--- src/hw/rtl/clec_pkg.sv ---
package clec_pkg;

    localparam int CLEC_ADDR_BITS  = 48;
    localparam int CLEC_INDEX_BITS = 32;

    // output queue depth; must be a power of two and at least 2
    localparam int SEG_FIFO_DEPTH = 4;

    localparam int LINE_LOG2_MIN = 12;
    localparam int LINE_LOG2_MAX = 16;

    localparam logic CFG_LINE_SIZE_LOG2 = 1'b0;
    localparam logic CFG_DEVICE_BASE    = 1'b1;

    localparam logic [32:0] RUN_BYTES_MAX = '1;

    // one mapped line after address translation
    typedef struct packed {
        logic [48:0] laddr;
        logic [48:0] first_addr;
        logic [49:0] line_end;
        logic [16:0] line_bytes;
        logic [16:0] first_run;
        logic        first;
        logic        last;
        logic [31:0] req;
        logic [31:0] base;
        logic        dir;
        logic [15:0] end16;
    } t_line;

    // one merged segment
    typedef struct packed {
        logic [48:0] addr;
        logic [31:0] bytes;
        logic [32:0] buf_off;
        logic        dir;
        logic        last;
        logic        err;
    } t_seg;

endpackage

--- src/hw/rtl/clec_line_map.sv ---
module clec_line_map
    import clec_pkg::*;
#(
    parameter int ADDR_BITS  = CLEC_ADDR_BITS,
    parameter int INDEX_BITS = CLEC_INDEX_BITS
) (
    input  logic        i_clk,
    input  logic        i_rst_n,
    input  logic        i_cfg_we,
    input  logic        i_cfg_idx,
    input  logic [47:0] i_cfg_data,
    input  logic        i_valid,
    output logic        o_ready,
    input  logic [31:0] i_line_index,
    input  logic        i_first_line,
    input  logic        i_last_line,
    input  logic [47:0] i_start_addr,
    input  logic [31:0] i_request_bytes,
    input  logic [31:0] i_buffer_base,
    input  logic        i_direction,
    input  logic        i_take,
    output logic        o_line_valid,
    output t_line       o_line
);

    localparam int          SA_BITS    = (ADDR_BITS < 48) ? ADDR_BITS : 48;
    localparam logic [47:0] START_MASK = 48'((49'(1) << SA_BITS) - 49'd1);
    localparam logic [31:0] INDEX_MASK = 32'((33'(1) << INDEX_BITS) - 33'd1);

    logic [4:0]  r_line_log2;
    logic [47:0] r_device_base;
    logic        r_valid;
    t_line       r_line;
    t_line       n_line;

    logic [4:0]  sh;
    logic [16:0] line_bytes;
    logic [15:0] lmask;
    logic [47:0] start_m;
    logic [15:0] seek;
    logic [47:0] idx_shifted;

    always_ff @(posedge i_clk) begin
        if (!i_rst_n) begin
            r_line_log2   <= 5'(LINE_LOG2_MIN);
            r_device_base <= '0;
        end else if (i_cfg_we) begin
            unique case (i_cfg_idx)
                CFG_LINE_SIZE_LOG2: r_line_log2   <= i_cfg_data[4:0];
                CFG_DEVICE_BASE:    r_device_base <= i_cfg_data;
                default:            r_device_base <= r_device_base;
            endcase
        end
    end

    always_comb begin
        priority if (r_line_log2 < 5'(LINE_LOG2_MIN)) begin
            sh = 5'(LINE_LOG2_MIN);
        end else if (r_line_log2 > 5'(LINE_LOG2_MAX)) begin
            sh = 5'(LINE_LOG2_MAX);
        end else begin
            sh = r_line_log2;
        end
    end

    assign line_bytes  = 17'd1 << sh;
    assign lmask       = 16'(line_bytes - 17'd1);
    assign start_m     = i_start_addr & START_MASK;
    assign seek        = start_m[15:0] & lmask;
    assign idx_shifted = 48'(i_line_index & INDEX_MASK) << sh;

    always_comb begin
        n_line.laddr      = 49'(r_device_base) + 49'(idx_shifted);
        n_line.first_addr = n_line.laddr + 49'(seek);
        n_line.line_end   = 50'(n_line.laddr) + 50'(line_bytes);
        n_line.line_bytes = line_bytes;
        n_line.first_run  = line_bytes - 17'(seek);
        n_line.first      = i_first_line;
        n_line.last       = i_last_line;
        n_line.req        = i_request_bytes;
        n_line.base       = i_buffer_base;
        n_line.dir        = i_direction;
        n_line.end16      = start_m[15:0] + i_request_bytes[15:0];
    end

    assign o_ready = !r_valid || i_take;

    always_ff @(posedge i_clk) begin
        if (!i_rst_n) begin
            r_valid <= 1'b0;
        end else if (o_ready) begin
            r_valid <= i_valid;
        end
    end

    always_ff @(posedge i_clk) begin
        if (i_valid && o_ready) begin
            r_line <= n_line;
        end
    end

    assign o_line_valid = r_valid;
    assign o_line       = r_line;

endmodule

--- src/hw/rtl/clec_merge.sv ---
module clec_merge
    import clec_pkg::*;
(
    input  logic        i_clk,
    input  logic        i_rst_n,
    input  logic        i_line_valid,
    input  t_line       i_line,
    input  logic        i_room,
    output logic        o_take,
    output logic [1:0]  o_push_n,
    output t_seg        o_seg0,
    output t_seg        o_seg1
);

    logic [48:0] r_run_addr;
    logic [32:0] r_run_bytes;
    logic [49:0] r_run_end;
    logic [31:0] r_rem;
    logic [32:0] r_buf_off;
    logic        r_dir;
    logic [15:0] r_end16;

    logic [48:0] n_run_addr;
    logic [32:0] n_run_bytes;
    logic [49:0] n_run_end;
    logic [31:0] n_rem;
    logic [32:0] n_buf_off;

    logic        pending;
    logic        brk;
    logic        ext;
    logic [31:0] seg1;
    logic [31:0] rem_a;
    logic [32:0] off_a;
    logic [33:0] ext_sum;
    logic [32:0] run_bytes_a;
    logic        dir_a;
    logic [15:0] end16_a;
    logic [15:0] lmask;
    logic [15:0] tail;
    logic [16:0] skip_full;
    logic [15:0] skip;
    logic [32:0] run_t;
    logic [31:0] seg2;
    logic [31:0] rem_b;
    t_seg        seg_brk;
    t_seg        seg_fin;

    assign pending = r_run_bytes != '0;
    assign brk     = !i_line.first && pending && (50'(i_line.laddr) != r_run_end);
    assign ext     = !i_line.first && pending && !brk;

    // break segment, capped at the bytes still owed
    assign seg1 = (r_run_bytes < 33'(r_rem)) ? r_run_bytes[31:0] : r_rem;

    always_comb begin
        rem_a = r_rem;
        off_a = r_buf_off;
        if (i_line.first) begin
            rem_a = i_line.req;
            off_a = 33'(i_line.base);
        end else if (brk) begin
            rem_a = r_rem - seg1;
            off_a = r_buf_off + 33'(seg1);
        end
    end

    assign ext_sum = 34'(r_run_bytes) + 34'(i_line.line_bytes);

    always_comb begin
        if (i_line.first) begin
            n_run_addr  = i_line.first_addr;
            run_bytes_a = 33'(i_line.first_run);
            n_run_end   = i_line.line_end;
        end else if (ext) begin
            n_run_addr = r_run_addr;
            if (ext_sum[33]) begin
                run_bytes_a = RUN_BYTES_MAX;
                n_run_end   = 50'(r_run_addr) + 50'(RUN_BYTES_MAX);
            end else begin
                run_bytes_a = ext_sum[32:0];
                n_run_end   = r_run_end + 50'(i_line.line_bytes);
            end
        end else begin
            n_run_addr  = i_line.laddr;
            run_bytes_a = 33'(i_line.line_bytes);
            n_run_end   = i_line.line_end;
        end
    end

    assign dir_a   = i_line.first ? i_line.dir : r_dir;
    assign end16_a = i_line.first ? i_line.end16 : r_end16;

    // trim the unused tail of the last line
    assign lmask     = 16'(i_line.line_bytes - 17'd1);
    assign tail      = end16_a & lmask;
    assign skip_full = i_line.line_bytes - 17'(tail);
    assign skip      = skip_full[15:0] & lmask;
    assign run_t     = (run_bytes_a > 33'(skip)) ? run_bytes_a - 33'(skip) : '0;
    assign seg2      = (run_t < 33'(rem_a)) ? run_t[31:0] : rem_a;
    assign rem_b     = rem_a - seg2;

    always_comb begin
        seg_brk.addr    = r_run_addr;
        seg_brk.bytes   = seg1;
        seg_brk.buf_off = r_buf_off;
        seg_brk.dir     = r_dir;
        seg_brk.last    = 1'b0;
        seg_brk.err     = seg1 == '0;

        seg_fin.addr    = n_run_addr;
        seg_fin.bytes   = seg2;
        seg_fin.buf_off = off_a;
        seg_fin.dir     = dir_a;
        seg_fin.last    = 1'b1;
        seg_fin.err     = (seg2 == '0) || (rem_b != '0);
    end

    assign o_take   = i_line_valid && i_room;
    assign o_push_n = o_take ? (2'(brk) + 2'(i_line.last)) : 2'd0;
    assign o_seg0   = brk ? seg_brk : seg_fin;
    assign o_seg1   = seg_fin;

    assign n_run_bytes = i_line.last ? '0 : run_bytes_a;
    assign n_rem       = i_line.last ? rem_b : rem_a;
    assign n_buf_off   = i_line.last ? off_a + 33'(seg2) : off_a;

    always_ff @(posedge i_clk) begin
        if (!i_rst_n) begin
            r_run_addr  <= '0;
            r_run_bytes <= '0;
            r_run_end   <= '0;
            r_rem       <= '0;
            r_buf_off   <= '0;
            r_dir       <= 1'b0;
            r_end16     <= '0;
        end else if (o_take) begin
            r_run_addr  <= n_run_addr;
            r_run_bytes <= n_run_bytes;
            r_run_end   <= n_run_end;
            r_rem       <= n_rem;
            r_buf_off   <= n_buf_off;
            r_dir       <= dir_a;
            r_end16     <= end16_a;
        end
    end

endmodule

--- src/hw/rtl/clec_seg_fifo.sv ---
module clec_seg_fifo
    import clec_pkg::*;
(
    input  logic        i_clk,
    input  logic        i_rst_n,
    input  logic [1:0]  i_push_n,
    input  t_seg        i_seg0,
    input  t_seg        i_seg1,
    output logic        o_room,
    output logic        o_valid,
    input  logic        i_ready,
    output t_seg        o_seg
);

    localparam int PTR_W = $clog2(SEG_FIFO_DEPTH);
    localparam int CNT_W = $clog2(SEG_FIFO_DEPTH + 1);

    t_seg             r_mem [SEG_FIFO_DEPTH];
    logic [PTR_W-1:0] r_wr;
    logic [PTR_W-1:0] r_rd;
    logic [CNT_W-1:0] r_count;
    logic [PTR_W-1:0] wr_next;
    logic             pop;

    assign wr_next = r_wr + PTR_W'(1);
    assign pop     = o_valid && i_ready;
    assign o_valid = r_count != '0;
    assign o_seg   = r_mem[r_rd];
    // room for the two segments a single line can produce
    assign o_room  = r_count <= CNT_W'(SEG_FIFO_DEPTH - 2);

    always_ff @(posedge i_clk) begin
        if (i_push_n != 2'd0) begin
            r_mem[r_wr] <= i_seg0;
        end
        if (i_push_n == 2'd2) begin
            r_mem[wr_next] <= i_seg1;
        end
    end

    always_ff @(posedge i_clk) begin
        if (!i_rst_n) begin
            r_wr    <= '0;
            r_rd    <= '0;
            r_count <= '0;
        end else begin
            r_wr    <= r_wr + PTR_W'(i_push_n);
            r_count <= r_count + CNT_W'(i_push_n) - CNT_W'(pop);
            if (pop) begin
                r_rd <= r_rd + PTR_W'(1);
            end
        end
    end

endmodule

--- src/hw/rtl/cache_line_extent_coalescer.sv ---
// Accepted lines are translated to device addresses, registered, then merged into the queue.
// Throughput: one line per cycle while the output queue has room; a line that closes a run
// and ends the request yields two segments, and the single output port then sets the pace at
// one segment per cycle.
// Reset (synchronous, active low) empties the pipeline and output queue, clears the open run
// and request totals, and sets the line size to 4 KiB and the device base to zero.
module cache_line_extent_coalescer
    import clec_pkg::*;
#(
    parameter int ADDR_BITS  = CLEC_ADDR_BITS,
    parameter int INDEX_BITS = CLEC_INDEX_BITS
) (
    input  logic        i_clk,
    input  logic        i_rst_n,
    input  logic        i_cfg_we,
    input  logic        i_cfg_idx,
    input  logic [47:0] i_cfg_data,
    input  logic        i_valid,
    output logic        o_ready,
    input  logic [31:0] i_line_index,
    input  logic        i_first_line,
    input  logic        i_last_line,
    input  logic [47:0] i_start_addr,
    input  logic [31:0] i_request_bytes,
    input  logic [31:0] i_buffer_base,
    input  logic        i_direction,
    output logic        o_valid,
    input  logic        i_ready,
    output logic [48:0] o_seg_addr,
    output logic [31:0] o_seg_bytes,
    output logic [32:0] o_seg_buffer_offset,
    output logic        o_seg_direction,
    output logic        o_seg_last,
    output logic        o_seg_error
);

    logic       line_valid;
    t_line      line;
    logic       take;
    logic       room;
    logic [1:0] push_n;
    t_seg       seg0;
    t_seg       seg1;
    t_seg       seg_out;

    clec_line_map #(
        .ADDR_BITS  (ADDR_BITS),
        .INDEX_BITS (INDEX_BITS)
    ) u_line_map (
        .i_clk           (i_clk),
        .i_rst_n         (i_rst_n),
        .i_cfg_we        (i_cfg_we),
        .i_cfg_idx       (i_cfg_idx),
        .i_cfg_data      (i_cfg_data),
        .i_valid         (i_valid),
        .o_ready         (o_ready),
        .i_line_index    (i_line_index),
        .i_first_line    (i_first_line),
        .i_last_line     (i_last_line),
        .i_start_addr    (i_start_addr),
        .i_request_bytes (i_request_bytes),
        .i_buffer_base   (i_buffer_base),
        .i_direction     (i_direction),
        .i_take          (take),
        .o_line_valid    (line_valid),
        .o_line          (line)
    );

    clec_merge u_merge (
        .i_clk        (i_clk),
        .i_rst_n      (i_rst_n),
        .i_line_valid (line_valid),
        .i_line       (line),
        .i_room       (room),
        .o_take       (take),
        .o_push_n     (push_n),
        .o_seg0       (seg0),
        .o_seg1       (seg1)
    );

    clec_seg_fifo u_seg_fifo (
        .i_clk    (i_clk),
        .i_rst_n  (i_rst_n),
        .i_push_n (push_n),
        .i_seg0   (seg0),
        .i_seg1   (seg1),
        .o_room   (room),
        .o_valid  (o_valid),
        .i_ready  (i_ready),
        .o_seg    (seg_out)
    );

    assign o_seg_addr          = seg_out.addr;
    assign o_seg_bytes         = seg_out.bytes;
    assign o_seg_buffer_offset = seg_out.buf_off;
    assign o_seg_direction     = seg_out.dir;
    assign o_seg_last          = seg_out.last;
    assign o_seg_error         = seg_out.err;

endmodule
--- config.mk ---
export PLATFORM = sky130hd
export DESIGN_NAME = cache_line_extent_coalescer
export DESIGN_NICKNAME = d
export VERILOG_FILES = /design/src/hw/rtl/clec_pkg.sv /design/src/hw/rtl/clec_line_map.sv /design/src/hw/rtl/clec_merge.sv /design/src/hw/rtl/clec_seg_fifo.sv /design/src/hw/rtl/cache_line_extent_coalescer.sv
export SDC_FILE = /design/constraint.sdc
export NUM_CORES = 2
export LEC_CHECK = 0
export CAP_MARGIN = 20
export CORE_ASPECT_RATIO = 1.1
export CORE_MARGIN = 1.5
export CORE_UTILIZATION = 55
export DETAILED_ROUTE_END_ITERATION = 8
export DONT_BUFFER_PORTS = 1
export PLACE_DENSITY = 0.77
export SYNTH_ARGS = -nofsm -noshare
export SYNTH_HDL_FRONTEND = slang
export SYNTH_HIERARCHICAL = 1
export SYNTH_SLANG_ARGS = --single-unit
export TNS_END_PERCENT = 1
--- constraint.sdc ---
create_clock -name i_clk -period 45.3 [get_ports i_clk]
set_input_delay 6.795 -clock i_clk [delete_from_list [all_inputs] [get_ports i_clk]]
set_output_delay 6.795 -clock i_clk [all_outputs]
set_load 0.05 [all_outputs]
# ---- Word level (Yosys, flattened, before mapping)
# Memory sizes are Yosys's and may differ from the RTL's. A register that Yosys moved wholly into a read port is not among the register bits.
# Index checks and enable logic that the tools add are counted.
dict set report totals {
  latch_bits 0
  ram_bits 468
  register_bits 540
  romBits 0
  inputBits 201
  output_inout_bits 119
  memories 1
}
dict set report classes {
  reduce_logical 19
  n_bitwise 4
  n_lt_le_gt_ge 6
  n_mul 0
  n_eq_ne 2
  n_mux 30
  shift 2
  n_addsub 22
  div_mod_pow 0
}
# name depth width read_ports rd_ports_with_merged_regs wr line
set mem_list {}
lappend mem_list {u_seg_fifo.r_mem 4 117 1 1 2 clec_seg_fifo.sv:18} ;# t_seg r_mem [SEG_FIFO_DEPTH];
# op n
set ops {}
lappend ops {{$mux 33} 8}
lappend ops {{$mux 32} 5}
lappend ops {{$mux 50} 3}
lappend ops {{$mux 117} 1}
lappend ops {{$mux 49} 2}
lappend ops {{$add 33x32->33} 2}
lappend ops {{$lt 33x32->1} 2}
lappend ops {{$logic_not 32->1} 2}
lappend ops {{$sub 32x32->32} 2}
lappend ops {{$add 49x17->50} 1}
lappend ops {{$add 49x33->50 const B} 1}
lappend ops {{$add 50x17->50} 1}
lappend ops {{$ne 49x50->1} 1}
lappend ops {{$add 48x48->49} 1}
lappend ops {{$add 49x16->49} 1}
lappend ops {{$and 16x16->16} 3}
lappend ops {{$shl 32x5->48} 1}
lappend ops {{$add 33x17->34} 1}
lappend ops {{$gt 33x16->1} 1}
lappend ops {{$reduce_bool 33->1} 1}
lappend ops {{$sub 33x16->33} 1}
lappend ops {{$reduce_bool 32->1} 1}
lappend ops {{$sub 16x1->16 const B} 2}
lappend ops {{$shl 1x5->17 const A} 1}
lappend ops {{23 further kinds} 40}

# ---- Depth between registers and ports, before layout
dict set report depth {
  word_depth 15
  mapped_depth 76
}

# ---- By module
# The synthesis kept the hierarchy.
# mod area_per_inst_um2 n_inst cells_per_inst
set modules_own_cells {}
lappend modules_own_cells {clec_merge 29778.6 1 4357}
lappend modules_own_cells {clec_seg_fifo 23122.2 1 1181}
lappend modules_own_cells {clec_line_map 17835.9 1 1690}

# ---- Worst setup path after synthesis
# OpenSTA, ideal clock, no wires.
dict set report synth_timing {
  kind {register to register}
  from {register u_line_map.r_line (netlist bit u_line_map/o_line[82])}
  to {memory u_seg_fifo/r_mem[3][0] (netlist name) (data pin)}
  setup_slack_ps 28913
  required_time_ps 45038
  synth_period_minus_slack_ps 16387
  path_buffers 18
  arrival_ps 16125
  path_stages_with_launch 76
  path_cell_list {edfxtp_1 > clkbuf_1 > clkbuf_1 > buf_1 > buf_1 > clkbuf_1 > clkbuf_1 > clkbuf_1 > buf_1 > mux2_2 > nand2_1 > ha_1 > a21boi_0 > o22ai_1 > a211oi_1 > nor2_1 > o21ai_0 > a22oi_1 > (+40 left out) > buf_2 > buf_1 > o31ai_1 > ha_1 > inv_1 > ha_1 > a221oi_1 > a22o_2 > o22a_1 > o21ai_1 > a311o_1 > a31o_2 > a21oi_1 > xor2_1 > o211ai_1 > or4_4 > o21ba_1 > mux2_1}
}
# item line
set synth_rtl {}
lappend synth_rtl {{start: declaration} clec_line_map.sv:33} ;# t_line r_line;
lappend synth_rtl {{start signal: assignment} clec_line_map.sv:98} ;# r_line <= n_line;
lappend synth_rtl {{end: declaration} clec_seg_fifo.sv:18}

==> out/metrics.yaml <==
grt:
  grt_usage: 0.3378
  overflow: 0
  antenna_found_initial: 1
  grt_pass1_vias: 55780
  grt_max_degree: 118
  grt_pass1_wl_mm: 338.4
clocking:
  post_cts_buffers: 0
  clockBufferDepth: 3
  insertion_delay_ps: 760
  cts.sinks: 1010
  cts_tree: "done"
  htree_levels: 3
  clk_pin_slew_ps: 60
  root_buffer: "clkbuf_16"
  cts_inserted_buffers: 110
  ctsResizeCount: 0
  cts_hold_buf: 0
power:
  finalPower_mw: 4.637
  p_per_area_nw_per_um2: 61.14
  p_leak_nw: 28.66
  peakVddDrop_mv: 0.03785
sta:
  fin_setup_tns_ps: 0
  fin_crit_sh: 0.3665
  holdWs_ps: 454.8
  fmax_mhz: 60.23
  finalClockSkew_ps: 58.09
  worst_slew_pin_slew_ps: 1186
  finalHoldViolCount: 0
  rsz0062_at_grt: "no"
  min_period_ps: 16600
  drv_slew: 0
  setup_violations: 0
  slew_headroom: 0.2009
  setup_ws_ps: 28700
critical_path:
  worstSetupStartpoint: "u_merge/r_rem[1]"
  crit_path_top_delay_cell: "a21oi_1"
  cp_common_cell: "a21o_1"
  slowest_delay_ps: 870
  crit_path_start_kind: "register"
  required_ps: 45780
  timing.rr.start: "u_merge/r_rem[1]"
  end_kind: "register"
  worstPathArrival_ps: 17080
  cp_max_fo: 34
  crit_type: "reg2reg"
synth:
  yosysWarnings: 6
  synth-async-reset-ratio: 0
  synth_cell_types: 130
  avgSynthCellArea_sq_um: 9.786
  syn_area_sq_um: 70740
  seq_area_frac_synth: 0.3896
  synth_flop_cell: "edfxtp_1"
  synth_seq_cells: 1010
  synth_edf_count: 733
  syn_inst: 7228
drt:
  initialDrtViolationCount: 6301
  wirelength_mm: 226.7
  wire_per_inst_microns: 25.67
  postRouteAntennaNets: 0
  drt-vias-per-instance: 6.593
  first_pass_iters: 9
  via_count: 58250
  drc: 1
status:
  status: "finished, violations left"
  failed_checks: "DRC"
cells_and_area:
  area_growth_pct: 7.226
  drive_gt1_frac: 0.1394
  nNetsFinal: 7583
  final_common_cell: "nand2_1"
  most-common-layout-cells: "739 x nand2_1, 733 x edfxtp_1, 575 x a21oi_1, 540 x nor2_1, 404 x mux2_2"
  design_area_sq_um: 75850
floorplan:
  die_h_microns: 379.1
  initial_utilization: 0.5562
  die-area_sq_um: 130800
  io_pins: 320
  num_rows: 137
  die_x_microns: 344.9
  core_area_sq_um: 127200
hold_path:
  min_path_type: "reg2reg"
  min_from: "u_merge/r_end16[7]"
placement:
  hpwl_mm: 162.7
  routabilityCongestion: 0.9788
  placed_area_sq_um: 72090
  place_ws_ps: 29260
  port_buffers: 0
job:
  drv_cap: 0
[path summary, 6_finish.rpt]
kind,to,slack (ps),cells past startpoint
worst max register to register,u_seg_fifo/r_mem[3][0],28700,58
worst max-delay path,u_seg_fifo/r_mem[3][0],28700,58
worst min-delay path,u_merge/r_end16[7],450,2
worst min register to register,u_merge/r_end16[7],450,2
[layer usage]
| metal | global-route usage | routed length, microns | vias to the layer above |
|---|---|---|---|
| li1 | - | - | 26550 |
| met1 | 0.4199 | 87370 | 28150 |
| met2 | 0.5636 | 107800 | 2983 |
| met3 | 0.05098 | 18710 | 561 |
| met4 | 0.1816 | 12820 | 0 |
| met5 | 0 | 0 | - |
[layout make-up]
| cell class | count | area, sq um |
|---|---|---|
| repair buffers | 96 | 753.2 |
| clock buffers | 147 | 3099 |
| multi-input cells | 5538 | 40520 |
| diodes | 1 | 2.502 |
| inverters | 311 | 1180 |
| well taps | 1668 | 2087 |
| fillers | 10430 | 51340 |
| clock inverters | 63 | 644.4 |
| flip-flops and latches | 1010 | 27560 |
[power by group]
group          switching [mW]  total, mW  internal, mW  leakage, nW
clock                   0.399      0.933         0.534         1.82
sequential             0.0896       1.26          1.17         9.09
combinational            1.56       2.44         0.887         17.7
total                    2.04       4.64          2.59         28.7
[cells by family (layout without fill, tap and decap cells)]
kind of cell / Yosys count / after routing / share of synthesized area
other cells: 3 / 41 / 0.0001592
buf+inv: 717 / 617 / 0.04155
compound gates: 1852 / 1852 / 0.1703
flops: 1010 / 1010 / 0.3896
mux: 754 / 754 / 0.1391
xor+xnor: 469 / 469 / 0.05899
simple gates: 2074 / 2074 / 0.1386
fa+ha+maj: 349 / 349 / 0.06173
[state kept, by name (all words and copies together), names as in the netlist, 2 cells and up, named ones only]
name	cells
u_seg_fifo/r_mem	468
u_seg_fifo/r_count	3
u_merge/r_run_end	50
u_line_map/r_line_log2	5
u_merge/r_end16	16
u_line_map/r_device_base	48
u_line_map/o_line	265
u_merge/r_run_bytes	33
u_merge/r_buf_off	33
u_seg_fifo/r_rd	2
u_seg_fifo/r_wr	2
u_merge/r_rem	32
u_merge/r_run_addr	49
[cells in the mapped netlist, drive strengths merged (14+ instances only)]
| library cell | number | area (sq um) |
|---|---|---|
| nand2 | 742 | 2785 |
| edfxtp | 733 | 22010 |
| a21oi | 579 | 2917 |
| nor2 | 548 | 2077 |
| mux2 | 515 | 5983 |
| o21ai | 358 | 1822 |
| xnor2 | 316 | 2798 |
| ha | 305 | 3816 |
| inv | 304 | 1141 |
| dfxtp | 277 | 5545 |
| clkbuf | 265 | 996.0 |
| xor2 | 151 | 1330 |
| buf | 141 | 775.7 |
| a211oi | 137 | 1064 |
| nand3 | 131 | 675.7 |
| mux2i | 122 | 1221 |
| mux4 | 117 | 2635 |
| nor3 | 117 | 631.9 |
| a21o | 108 | 812.0 |
| a21boi | 82 | 615.6 |
| nand4 | 80 | 513.0 |
| o211ai | 75 | 568.0 |
| nand2b | 73 | 456.7 |
| and3 | 57 | 356.6 |
| or3 | 55 | 344.1 |
| a31oi | 54 | 337.8 |
| and2 | 54 | 337.8 |
| o21a | 54 | 405.4 |
| nor4 | 50 | 356.6 |
| o22ai | 48 | 326.6 |
| a22oi | 46 | 359.1 |
| nor2b | 44 | 280.3 |
| a22o | 39 | 342.8 |
| maj3 | 34 | 350.3 |
| or2 | 34 | 215.2 |
| o221ai | 27 | 236.5 |
| or4 | 27 | 217.7 |
| o21bai | 25 | 198.9 |
| o31ai | 21 | 157.7 |
| and4 | 17 | 148.9 |
| a311oi | 14 | 128.9 |
| o31a | 14 | 122.6 |
[worst max-delay path: cells and delay by family, from the launching register on]
family | cells | cell delay [ps]
muxes | 1 | 280
and+or+nand+nor | 10 | 2560
DFF | 1 | 410
buffers and inverters | 4 | 790
AOI/OAI and AO/OA | 36 | 9980
adders and majority gates | 5 | 1670
xor gates and xnor gates | 2 | 550
[metrics by stage]
stage,util,instances
final,0.5963,8834
after global routing,0.5963,8833
after CTS,0.5962,8832
after detailed placement,0.5668,8622
after global placement,0.5668,8622
after floorplan,-,7265
(Power assumes the default switching activity.)
